$ cat src/hdl/bpad_pkg.sv
package bpad_pkg;

   // report kinds
   localparam logic [1:0] CMD_VOLTAGE   = 2'd0;
   localparam logic [1:0] CMD_TEMP      = 2'd1;
   localparam logic [1:0] CMD_OPEN_WIRE = 2'd2;

   localparam int NUM_TIMERS = 15;
   localparam int DUR_BITS   = 13;

   // timer slots
   localparam int T_V_INVALID     = 0;
   localparam int T_V_FAULT_UNDER = 1;
   localparam int T_V_FAULT_OVER  = 2;
   localparam int T_V_WARN_UNDER  = 3;
   localparam int T_V_WARN_OVER   = 4;
   localparam int T_V_INFO_UNDER  = 5;
   localparam int T_V_INFO_OVER   = 6;
   localparam int T_T_INVALID     = 7;
   localparam int T_T_FAULT_OVER  = 8;
   localparam int T_T_FAULT_UNDER = 9;
   localparam int T_T_WARN_OVER   = 10;
   localparam int T_T_WARN_UNDER  = 11;
   localparam int T_T_INFO_OVER   = 12;
   localparam int T_OW_CELL       = 13;
   localparam int T_OW_THERM      = 14;

   typedef logic [DUR_BITS-1:0] dur_array_type [NUM_TIMERS];

   // debounce time of each slot, ms
   localparam dur_array_type DEBOUNCE_MS = '{
      13'd1000, 13'd1000, 13'd1000,
      13'd1000, 13'd1000,
      13'd100,  13'd100,
      13'd3000, 13'd3000, 13'd3000,
      13'd1000, 13'd1000,
      13'd100,
      13'd5000,
      13'd5000
   };

   // voltage limits, mV
   localparam logic signed [15:0] V_FAULT_UNDER = 16'sd2500;
   localparam logic signed [15:0] V_FAULT_OVER  = 16'sd4250;
   localparam logic signed [15:0] V_WARN_UNDER  = 16'sd2700;
   localparam logic signed [15:0] V_WARN_OVER   = 16'sd4220;
   localparam logic signed [15:0] V_INFO_UNDER  = 16'sd2800;
   localparam logic signed [15:0] V_INFO_OVER   = 16'sd4200;

   // temperature limits, 0.1 degC; _CHG applies while charging
   localparam logic signed [15:0] T_FAULT_OVER      = 16'sd550;
   localparam logic signed [15:0] T_FAULT_OVER_CHG  = 16'sd450;
   localparam logic signed [15:0] T_FAULT_UNDER     = -16'sd200;
   localparam logic signed [15:0] T_FAULT_UNDER_CHG = 16'sd0;
   localparam logic signed [15:0] T_WARN_OVER       = 16'sd500;
   localparam logic signed [15:0] T_WARN_OVER_CHG   = 16'sd420;
   localparam logic signed [15:0] T_WARN_UNDER      = -16'sd100;
   localparam logic signed [15:0] T_WARN_UNDER_CHG  = 16'sd50;
   localparam logic signed [15:0] T_INFO_OVER       = 16'sd450;
   localparam logic signed [15:0] T_INFO_OVER_CHG   = 16'sd400;

   typedef struct packed {
      logic [1:0]         command;
      logic [31:0]        now_ms;
      logic               charging;
      logic               stamped;
      logic signed [15:0] min_value;
      logic signed [15:0] max_value;
      logic [63:0]        ok_mask;
      logic [63:0]        therm_ok_mask;
   } req_payload_type;

   typedef struct packed {
      logic       any_fault;
      logic [2:0] fault_bits;
      logic [1:0] warn_bits;
      logic [1:0] info_bits;
   } rsp_payload_type;

   // per-slot condition and whether this report kind drives the slot
   typedef struct packed {
      logic [NUM_TIMERS-1:0] enable;
      logic [NUM_TIMERS-1:0] active;
   } cond_type;

endpackage

$ cat src/hdl/bpad_if.sv
interface bpad_req_if;
   logic                      valid;
   logic                      ready;
   bpad_pkg::req_payload_type data;

   modport source (output valid, output data, input ready);
   modport sink (input valid, input data, output ready);
endinterface

interface bpad_rsp_if;
   logic                      valid;
   logic                      ready;
   bpad_pkg::rsp_payload_type data;

   modport source (output valid, output data, input ready);
   modport sink (input valid, input data, output ready);
endinterface

$ cat src/hdl/bpad_cond.sv
module bpad_cond #(
   parameter int CHANNELS = 64
) (
   input  bpad_pkg::req_payload_type item,
   output bpad_pkg::cond_type        cond
);

   logic               ok_clear;
   logic               therm_clear;
   logic               st;
   logic               chg;
   logic signed [15:0] mn;
   logic signed [15:0] mx;

   assign ok_clear    = ~&item.ok_mask[CHANNELS-1:0];
   assign therm_clear = ~&item.therm_ok_mask[CHANNELS-1:0];
   assign st  = item.stamped;
   assign chg = item.charging;
   assign mn  = item.min_value;
   assign mx  = item.max_value;

   always_comb begin
      cond.enable = '0;
      cond.active = '0;
      case (item.command)
         bpad_pkg::CMD_VOLTAGE: begin
            cond.enable[bpad_pkg::T_V_INFO_OVER:bpad_pkg::T_V_INVALID] = '1;
         end
         bpad_pkg::CMD_TEMP: begin
            cond.enable[bpad_pkg::T_T_INFO_OVER:bpad_pkg::T_T_INVALID] = '1;
         end
         bpad_pkg::CMD_OPEN_WIRE: begin
            cond.enable[bpad_pkg::T_OW_CELL]  = 1'b1;
            cond.enable[bpad_pkg::T_OW_THERM] = 1'b1;
         end
         default: begin
            cond.enable = '0;
         end
      endcase

      cond.active[bpad_pkg::T_V_INVALID]     = !st || ok_clear;
      cond.active[bpad_pkg::T_V_FAULT_UNDER] = st && (mn < bpad_pkg::V_FAULT_UNDER);
      cond.active[bpad_pkg::T_V_FAULT_OVER]  = st && (mx > bpad_pkg::V_FAULT_OVER);
      cond.active[bpad_pkg::T_V_WARN_UNDER]  = st && (mn < bpad_pkg::V_WARN_UNDER);
      cond.active[bpad_pkg::T_V_WARN_OVER]   = st && (mx > bpad_pkg::V_WARN_OVER);
      cond.active[bpad_pkg::T_V_INFO_UNDER]  = st && (mn < bpad_pkg::V_INFO_UNDER);
      cond.active[bpad_pkg::T_V_INFO_OVER]   = st && (mx > bpad_pkg::V_INFO_OVER);

      cond.active[bpad_pkg::T_T_INVALID]     = !st || ok_clear;
      cond.active[bpad_pkg::T_T_FAULT_OVER]  = st && (mx > (chg ? bpad_pkg::T_FAULT_OVER_CHG
                                                               : bpad_pkg::T_FAULT_OVER));
      cond.active[bpad_pkg::T_T_FAULT_UNDER] = st && (mn < (chg ? bpad_pkg::T_FAULT_UNDER_CHG
                                                               : bpad_pkg::T_FAULT_UNDER));
      cond.active[bpad_pkg::T_T_WARN_OVER]   = st && (mx > (chg ? bpad_pkg::T_WARN_OVER_CHG
                                                               : bpad_pkg::T_WARN_OVER));
      cond.active[bpad_pkg::T_T_WARN_UNDER]  = st && (mn < (chg ? bpad_pkg::T_WARN_UNDER_CHG
                                                               : bpad_pkg::T_WARN_UNDER));
      cond.active[bpad_pkg::T_T_INFO_OVER]   = st && (mx > (chg ? bpad_pkg::T_INFO_OVER_CHG
                                                               : bpad_pkg::T_INFO_OVER));

      cond.active[bpad_pkg::T_OW_CELL]  = st && ok_clear;
      cond.active[bpad_pkg::T_OW_THERM] = st && therm_clear;
   end

endmodule

$ cat src/hdl/bpad_timers.sv
module bpad_timers #(
   parameter int TIME_BITS = 32
) (
   input  logic                                  clock,
   input  logic                                  reset,
   input  logic                                  advance,
   input  logic [TIME_BITS-1:0]                  now,
   input  bpad_pkg::cond_type                    cond,
   output logic [bpad_pkg::NUM_TIMERS-1:0]       expired
);

   logic [bpad_pkg::NUM_TIMERS-1:0] running_ff;
   logic [bpad_pkg::NUM_TIMERS-1:0] running_in;
   logic [TIME_BITS-1:0]            start_ff [bpad_pkg::NUM_TIMERS];
   logic [TIME_BITS-1:0]            start_in [bpad_pkg::NUM_TIMERS];
   logic [TIME_BITS-1:0]            elapsed [bpad_pkg::NUM_TIMERS];

   always_comb begin
      for (int i = 0; i < bpad_pkg::NUM_TIMERS; i++) begin
         elapsed[i]    = now - start_ff[i];
         expired[i]    = cond.enable[i] && cond.active[i] && running_ff[i] &&
                         (elapsed[i] >= TIME_BITS'(bpad_pkg::DEBOUNCE_MS[i]));
         running_in[i] = running_ff[i];
         start_in[i]   = start_ff[i];
         if (advance && cond.enable[i]) begin
            if (!cond.active[i]) begin
               // condition dropped: stop and clear
               running_in[i] = 1'b0;
               start_in[i]   = '0;
            end else if (!running_ff[i]) begin
               running_in[i] = 1'b1;
               start_in[i]   = now;
            end
         end
      end
   end

   always_ff @(posedge clock) begin
      if (reset) begin
         running_ff <= '0;
         for (int i = 0; i < bpad_pkg::NUM_TIMERS; i++) begin
            start_ff[i] <= '0;
         end
      end else begin
         running_ff <= running_in;
         for (int i = 0; i < bpad_pkg::NUM_TIMERS; i++) begin
            start_ff[i] <= start_in[i];
         end
      end
   end

`ifndef SYNTHESIS
   for (genvar g = 0; g < bpad_pkg::NUM_TIMERS; g++) begin : g_chk
      a_stopped_clear: assert property (@(posedge clock) disable iff (reset)
         !running_ff[g] |-> start_ff[g] == '0)
         else $error("stopped timer holds a start time");
      a_expired_running: assert property (@(posedge clock) disable iff (reset)
         expired[g] |-> running_ff[g] && cond.enable[g])
         else $error("timer expired without running");
   end
   a_hold_idle: assert property (@(posedge clock) disable iff (reset)
      !advance |=> $stable(running_ff))
      else $error("timers changed without a transfer");
`endif

endmodule

$ cat src/hdl/battery_pack_alert_debouncer.sv
// Battery pack alert debouncer.
// req_ch carries one pack statistics report per transfer (voltage,
// temperature or open-wire kind); rsp_ch returns exactly one alert word per
// report, in order. Both channels use valid/ready; a transfer happens on a
// rising clock edge with valid and ready high.
// A report taken from req_ch sits in the input register, is compared
// against the limits and run through its debounce timers, and its alert word
// moves to the output register, which drives rsp_ch. Throughput: one report
// per cycle unless rsp_ch stalls; the 15 debounce timers are separate
// registers updated in parallel as a report leaves the input register.
// When rsp_ch stalls, the output register holds its word, the input register
// can still take one more report, and req_ch.ready drops once both are full.
// Timer time is the low TIME_BITS bits of now_ms and wraps modulo 2^TIME_BITS.
// Synchronous reset stops all timers and empties both registers.
module battery_pack_alert_debouncer #(
   parameter int CHANNELS  = 64,
   parameter int TIME_BITS = 32
) (
   input  logic              clock,
   input  logic              reset,
   bpad_req_if.sink          req_ch,
   bpad_rsp_if.source        rsp_ch
);

   logic                      s1_valid_ff;
   logic                      s1_valid_in;
   bpad_pkg::req_payload_type s1_data_ff;
   logic                      rsp_valid_ff;
   logic                      rsp_valid_in;
   bpad_pkg::rsp_payload_type rsp_data_ff;
   bpad_pkg::rsp_payload_type rsp_data_in;

   logic                            s1_ready;
   logic                            s2_ready;
   logic                            advance;
   bpad_pkg::cond_type              cond;
   logic [bpad_pkg::NUM_TIMERS-1:0] expired;

   // output register frees up when empty or being taken
   assign s2_ready = !rsp_valid_ff || rsp_ch.ready;
   assign s1_ready = !s1_valid_ff || s2_ready;
   assign advance  = s1_valid_ff && s2_ready;

   assign req_ch.ready = s1_ready;
   assign rsp_ch.valid = rsp_valid_ff;
   assign rsp_ch.data  = rsp_data_ff;

   bpad_cond #(
      .CHANNELS (CHANNELS)
   ) u_cond (
      .item (s1_data_ff),
      .cond (cond)
   );

   bpad_timers #(
      .TIME_BITS (TIME_BITS)
   ) u_timers (
      .clock   (clock),
      .reset   (reset),
      .advance (advance),
      .now     (s1_data_ff.now_ms[TIME_BITS-1:0]),
      .cond    (cond),
      .expired (expired)
   );

   // map expired timers onto the alert word of the reported kind
   always_comb begin
      rsp_data_in = '0;
      case (s1_data_ff.command)
         bpad_pkg::CMD_VOLTAGE: begin
            rsp_data_in.fault_bits = {expired[bpad_pkg::T_V_FAULT_OVER],
                                      expired[bpad_pkg::T_V_FAULT_UNDER],
                                      expired[bpad_pkg::T_V_INVALID]};
            rsp_data_in.warn_bits  = {expired[bpad_pkg::T_V_WARN_OVER],
                                      expired[bpad_pkg::T_V_WARN_UNDER]};
            rsp_data_in.info_bits  = {expired[bpad_pkg::T_V_INFO_OVER],
                                      expired[bpad_pkg::T_V_INFO_UNDER]};
         end
         bpad_pkg::CMD_TEMP: begin
            rsp_data_in.fault_bits = {expired[bpad_pkg::T_T_FAULT_OVER],
                                      expired[bpad_pkg::T_T_FAULT_UNDER],
                                      expired[bpad_pkg::T_T_INVALID]};
            rsp_data_in.warn_bits  = {expired[bpad_pkg::T_T_WARN_OVER],
                                      expired[bpad_pkg::T_T_WARN_UNDER]};
            rsp_data_in.info_bits  = {expired[bpad_pkg::T_T_INFO_OVER], 1'b0};
         end
         bpad_pkg::CMD_OPEN_WIRE: begin
            rsp_data_in.fault_bits = {2'b00, expired[bpad_pkg::T_OW_CELL]};
            rsp_data_in.info_bits  = {1'b0, expired[bpad_pkg::T_OW_THERM]};
         end
         default: begin
            // unused kind: all-zero word, timers untouched
            rsp_data_in = '0;
         end
      endcase
      rsp_data_in.any_fault = |rsp_data_in.fault_bits;
   end

   // hold the input register unless it drains or is empty
   assign s1_valid_in  = s1_ready ? req_ch.valid : s1_valid_ff;
   assign rsp_valid_in = s2_ready ? s1_valid_ff : rsp_valid_ff;

   always_ff @(posedge clock) begin
      if (reset) begin
         s1_valid_ff  <= 1'b0;
         rsp_valid_ff <= 1'b0;
      end else begin
         s1_valid_ff  <= s1_valid_in;
         rsp_valid_ff <= rsp_valid_in;
      end
   end

   always_ff @(posedge clock) begin
      if (req_ch.valid && s1_ready) begin
         s1_data_ff <= req_ch.data;
      end
      if (advance) begin
         rsp_data_ff <= rsp_data_in;
      end
   end

`ifndef SYNTHESIS
   a_active_matches: assert property (@(posedge clock) disable iff (reset)
      rsp_valid_ff |-> rsp_data_ff.any_fault == (|rsp_data_ff.fault_bits))
      else $error("any_fault disagrees with fault_bits");
   a_unused_zero: assert property (@(posedge clock) disable iff (reset)
      advance && s1_data_ff.command != bpad_pkg::CMD_VOLTAGE &&
      s1_data_ff.command != bpad_pkg::CMD_TEMP &&
      s1_data_ff.command != bpad_pkg::CMD_OPEN_WIRE |=> rsp_data_ff == '0)
      else $error("unused report kind produced alerts");
   a_ready_when_empty: assert property (@(posedge clock) disable iff (reset)
      !rsp_valid_ff |-> req_ch.ready)
      else $error("input stalled with an empty output register");
`endif

endmodule

$ cat src/flat_wrapper.sv
// flat-port wrapper written by rule: the top's interface ports become plain ports
module battery_pack_alert_debouncer_flat 
#(
   parameter int CHANNELS  = 64,
   parameter int TIME_BITS = 32
)
  (clock, reset, req_ch_valid, req_ch_data, req_ch_ready, rsp_ch_valid, rsp_ch_data, rsp_ch_ready);
  bpad_req_if req_ch_i ();
  bpad_rsp_if rsp_ch_i ();
  input  logic clock;
  input  logic reset;
  input wire logic [$bits(req_ch_i.valid)-1:0] req_ch_valid;
  input wire logic [$bits(req_ch_i.data)-1:0] req_ch_data;
  output wire logic [$bits(req_ch_i.ready)-1:0] req_ch_ready;
  output wire logic [$bits(rsp_ch_i.valid)-1:0] rsp_ch_valid;
  output wire logic [$bits(rsp_ch_i.data)-1:0] rsp_ch_data;
  input wire logic [$bits(rsp_ch_i.ready)-1:0] rsp_ch_ready;
  assign req_ch_i.valid = req_ch_valid;
  assign req_ch_i.data = req_ch_data;
  assign req_ch_ready = req_ch_i.ready;
  assign rsp_ch_valid = rsp_ch_i.valid;
  assign rsp_ch_data = rsp_ch_i.data;
  assign rsp_ch_i.ready = rsp_ch_ready;
  battery_pack_alert_debouncer #(.CHANNELS(CHANNELS), .TIME_BITS(TIME_BITS)) u_core (.clock(clock), .reset(reset), .req_ch(req_ch_i), .rsp_ch(rsp_ch_i));
endmodule
$ cat config.mk
export PLATFORM = sky130hd
export DESIGN_NAME = battery_pack_alert_debouncer_flat
export DESIGN_NICKNAME = d
export VERILOG_FILES = /design/src/hdl/bpad_pkg.sv /design/src/hdl/bpad_if.sv /design/src/hdl/bpad_cond.sv /design/src/hdl/bpad_timers.sv /design/src/hdl/battery_pack_alert_debouncer.sv /design/src/flat_wrapper.sv
export SDC_FILE = /design/constraint.sdc
export NUM_CORES = 2
export LEC_CHECK = 0
export ABC_CLOCK_PERIOD_IN_PS = 15200
export BUFFER_PORTS_ARGS = -buffer_cell sky130_fd_sc_hd__buf_2
export CORE_UTILIZATION = 45
export CTS_CLUSTER_DIAMETER = 80
export DETAILED_ROUTE_END_ITERATION = 10
export HOLD_SLACK_MARGIN = 0.06
export PLACE_DENSITY_LB_ADDON = 0.08
export SLEW_MARGIN = 20
export SYNTH_ARGS = -nofsm -noshare
export SYNTH_HDL_FRONTEND = slang
export SYNTH_SLANG_ARGS = --single-unit
$ cat constraint.sdc
create_clock -name clock -period 15.2 [get_ports clock]
set_clock_uncertainty 0.15 [all_clocks]
set_input_delay 2.28 -clock clock [delete_from_list [all_inputs] [get_ports clock]]
set_output_delay 2.28 -clock clock [all_outputs]
set_load 0.05 [all_outputs]
; ---- After elaboration in Yosys (flattened, before gate mapping)
; Memory sizes are Yosys's and may differ from the RTL's.
; Cells that the tools add are included.
[classes]
reduce_logical = 87
n_mux = 88
bitwise_logic = 15
magnitude_cmp = 26
n_addsub = 15
eq_ne = 2
[ops]
columns = operator, n
row1 = $mux W32, 60
row2 = $sub A32 B32 Y32, 15
row3 = $ge A32 B10 Y1 const B, 7
row4 = $reduce_and A64 Y1, 2
row5 = $ge A32 B12 Y1 const B, 3
row6 = $ge A32 B7 Y1 const B, 3
row7 = $logic_and A1 B1 Y1, 75
row8 = $ge A32 B13 Y1 const B, 2
row9 = $gt A16 B14 Y1 const B, 3
row10 = $lt A16 B13 Y1 const B, 3
row11 = $gt A16 B10 Y1, 2
row12 = $lt A16 B16 Y1, 2
row13 = $mux W16, 2
row14 = $mux W7, 3
row15 = $mux W1, 17
row16 = $gt A16 B11 Y1, 1
row17 = $or A1 B1 Y1, 15
row18 = $mux W10, 1
row19 = $pmux W3 S3, 1
row20 = $mux W6, 1
row21 = $pmux W2 S3, 1
row22 = $logic_not A1 Y1, 5
row23 = $pmux W2 S2, 1
row24 = $logic_or A1 B1 Y1, 3
row25 = other kinds (5), 5
[word_totals]
mem_bits_rw = 480
n_memories = 1
reg_bits = 221
word_cells = 263
out_inout_bits = 10
input_bits = 200
[mem_list]
columns = name, depth, word_bits, rd, rd_ports_with_merged_regs, wr, line_no
row1 = u_core.u_timers.start_ff, 15, 32, 15, 0, 15, bpad_timers.sv:14  ; logic [TIME_BITS-1:0] start_ff [bpad_pkg::NUM_TIMERS];

; ---- Longest topological paths before layout
[depth]
depth_word = 8
ltp_mapped = 17
ltp_nobuf = 16

; ---- Cells and area by module
; A second synthesis with hierarchy kept.
[unflattened]
hier_cells = 6616
area_unflattened_um2 = 52808.1
[by_module_without_submodules]
columns = mod, seq_area_each_um2, area_each_um2, n_inst, cells_per_inst
row1 = bpad_timers, 9909.5, 45103.3, 1, 6186
row2 = battery_pack_alert_debouncer, 6165.9, 6331.1, 1, 232
row3 = bpad_cond, 0.0, 1373.8, 1, 198

; ---- Worst setup path after synthesis
; No wires, ideal clock.
[synth_path]
path_type = in2reg
startpoint = in rsp_ch_ready
endpoint = reg u_core.s1_data_ff[0] (netlist bit) (enable)
arrival_ns = 7.222
required_ns = 14.472
setup_slack_ns = 7.249
setup_time_ns = 0.578
n_path_buf = 0
path_stages = 3
path_cell_list = nor2b_1 > nand2_1 > and2_1
[synth_between]
elab_chain_cells = 3
[synth_rtl]
columns = element, line_no
row1 = from (decl), flat_wrapper.sv:17  ; input wire logic [$bits(rsp_ch_i.ready)-1:0] rsp_ch_ready;
row2 = $logic_or A1 B1 Y1, battery_pack_alert_debouncer.sv:40  ; assign s2_ready = !rsp_valid_ff || rsp_ch.ready;
row3 = $logic_or A1 B1 Y1, battery_pack_alert_debouncer.sv:41  ; assign s1_ready = !s1_valid_ff || s2_ready;
row4 = net req_ch_ready, flat_wrapper.sv:14  ; output wire logic [$bits(req_ch_i.ready)-1:0] req_ch_ready;
row5 = $logic_and A1 B1 Y1, battery_pack_alert_debouncer.sv:114  ; if (req_ch.valid && s1_ready) begin
row6 = to (signal assigned), battery_pack_alert_debouncer.sv:115  ; s1_data_ff <= req_ch.data;
row7 = to (decl), battery_pack_alert_debouncer.sv:27  ; bpad_pkg::req_payload_type s1_data_ff;
; The timed path passes the listed nets, and every way through them passes these cells.
; A chain may end at the register's enable or synchronous reset.

==> flow_summary.json <==
{
  "status": "complete, no violations",
  "port_buffers": 208,
  "cts_buffers": 89,
  "insertion_delay_ps": 750,
  "setup_viol": 0,
  "cts_root_buf": "clkbuf_16",
  "post-route-period-util_pct": 39.2,
  "die_w_um": 343,
  "whs_ps": 299,
  "rows": 124,
  "postCtsHoldBufs": 0,
  "clk_pin_slew_ps": 60,
  "gp_congestion": 0.917,
  "grt_usage_pct": 26.9,
  "p_leak_nw": 21.6,
  "cts_tree": "done",
  "ys_top_cells_by_count": "758 x nor2_1, 614 x a21oi_1, 590 x inv_1",
  "cp.required_ps": 15500,
  "yosys.area.top_type": "dfxtp_1",
  "first_iter_violations": 3067,
  "synth-seq-cells": 700,
  "power_density_mw_per_mm2": 91.0,
  "num_vias": 48400,
  "grt_pass1_wl_mm": 253,
  "cp_max_fo": 32,
  "grt_max_degree": 203,
  "drive_gt1_share_pct": 7.85,
  "fin_cells": 8342,
  "core-area_mm2": 0.115,
  "routedWlPerCell_um": 19.5,
  "start_util_pct": 45.6,
  "cts_buffer_depth": 3,
  "worst_pin_slew_ps": 1020,
  "drv_cap": 0,
  "total_power_mw": 5.31,
  "yosysSeqAreaShare_pct": 30.6,
  "grt_pass1_vias": 45000,
  "tns_ps": 0,
  "syn_nets": 7370,
  "finalCriticalPeriod_ps": 5950,
  "critPathKind": "reg -> reg",
  "dpl_cell_area_mm2": 0.0552,
  "synth_area_mm2": 0.0525,
  "place_inst": 8174,
  "postRouteAntennaNets": 0,
  "clock-sinks": 700,
  "first_pass_iters": 5,
  "routed_wl_mm": 163,
  "die_area_mm2": 0.118,
  "grt_antenna_before_repair": 5,
  "yosysMostFrequentCell": "nor2_1",
  "synth_cells": 6665,
  "synth.distinct_cells": 88,
  "cts-resized-gates": 0,
  "ir_drop_v": 0.0000999,
  "slew_violations": 0,
  "dp_hpwl_mm": 114,
  "cp.arrival_ps": 6250,
  "avgViaCountPerCell": 5.80,
  "rsz0062_at_grt": "no",
  "end_kind": "register",
  "ys_top_cells_by_area": "dfxtp_1 19%, ha_1 12%, edfxtp_1 12%",
  "critPathLaunchType": "register",
  "die_h_um": 343,
  "netlist.area_leader.share_pct": 19.0,
  "post-cts-setup-buffers": 0,
  "overflow": 0,
  "area_growth_pct": 11.2,
  "hold_path.class": "reg -> reg",
  "relSlewSlack_pct": 31.6,
  "yosys_warnings": 0,
  "io_pins": 210,
  "synthFlopType": "dfxtp_1",
  "final_hold_viol_count": 0,
  "drc": 0,
  "async_reset_ff_share_pct": 0,
  "num-nets-final": 7458,
  "fillerInstances": 11300,
  "syn-mean-instance-area_um2": 7.87,
  "timing.fmax_mhz": 168,
  "synth_edf_count": 203,
  "fin_area_mm2": 0.0583,
  "htree_levels": 3
}
-- critical path: stages, from the launching register on --
cell and delay (ps):
edfxtp_1 330, buf_4 540, inv_2 370, buf_4 350, fa_1 440, nor2b_1 160, o31a_1 210, o41ai_2 140
o32ai_1 680, a31oi_1 330, mux2_2 360, nor4_1 280, nand4_1 120, nor3_1 190, nand4_1 130, or4_1 570
a22o_1 260
-- power breakdown --
group	switching [mW]	internal, mW	total [mW]	leakage [nW]
combinational	0.664	0.395	1.06	14.1
sequential	0.0264	1.97	2.00	5.99
clock	0.923	1.33	2.25	1.53
-- state kept, by name, summed over array words and instances, names as in the netlist --
signal and cells:
u_core.s1_valid_ff 1, u_core.u_timers.running_ff 15, u_core.s1_data_ff 195, u_core.rsp_ch.valid 1, u_core.rsp_ch.data 8, u_core.u_timers.start_ff 480
-- cells by family after synthesis --
group | after synthesis | synth area share, %
buf+inv | 894 | 6.40
fa+ha+maj | 505 | 12.3
xor+xnor | 243 | 4.06
mux | 60 | 1.19
simple gates | 2223 | 20.0
flops | 700 | 30.6
compound gates | 2040 | 25.5
-- cell type report --
| type | count | area [um2] | share of cell area (%) |
|---|---|---|---|
| well taps | 1512 | 1890 | 3.24 |
| diodes | 2 | 5.00 | 0.00858 |
| inverters | 590 | 2210 | 3.80 |
| flip-flops and latches | 700 | 16000 | 27.5 |
| clock buffers | 115 | 2450 | 4.20 |
| multi-input cells | 5071 | 33200 | 57.0 |
| repair buffers | 301 | 1790 | 3.07 |
| clock inverters | 51 | 713 | 1.22 |
-- stage by stage --
step           util [%]  worst slack, ps
4_1_cts            50.7             9220
2_1_floorplan         -             7250
5_1_grt            50.7             8920
3_3_place_gp       48.0             9340
3_5_place_dp       48.0             9270
6_report           50.7             9250
-- cell usage in the layout (no fill, tap or decap), types with 34 or more instances in the layout --
cell and count:
xnor2_1 154, buf_2 207, a31oi_1 60, a211oi_1 50, xor2_1 89, inv_1 589
nand4_1 132, mux2i_1 52, and3_1 46, a21oi_1 609, o211ai_1 49, o21ai_0 309
dfxtp_1 497, o31ai_1 36, a21o_1 176, edfxtp_1 203, buf_4 89, nor2_1 756
a22oi_1 299, nand2_1 507, nand2b_1 83, o21bai_1 46, clkbuf_16 90, ha_1 490
nor4_1 69, o21a_1 65, or3_1 34, nand3_1 244, nor2b_1 75, nor3_1 102
-- final timing paths --
kind | from | end | slack (ps) | cells past startpoint
worst max-delay path | u_core.s1_data_ff[163] | u_core.rsp_ch.data[2] | 9250 | 16
worst max register to register | u_core.s1_data_ff[163] | u_core.rsp_ch.data[2] | 9250 | 16
worst min-delay path | u_core.u_timers.start_ff[0][112] | u_core.u_timers.start_ff[0][112] | 300 | 2
worst min register to register | u_core.u_timers.start_ff[0][112] | u_core.u_timers.start_ff[0][112] | 300 | 2
-- per-layer routing --
metal  track usage [%]  routed length [um]  vias to the layer above
li1                  -                   -                    24400
met1              36.2               76700                    22900
met2              44.7               74600                      998
met3              3.77                7150                      216
met4              7.64                4530                        4
met5                 0                  25                        -
No activity file was read; power rests on OpenSTA's default activity.
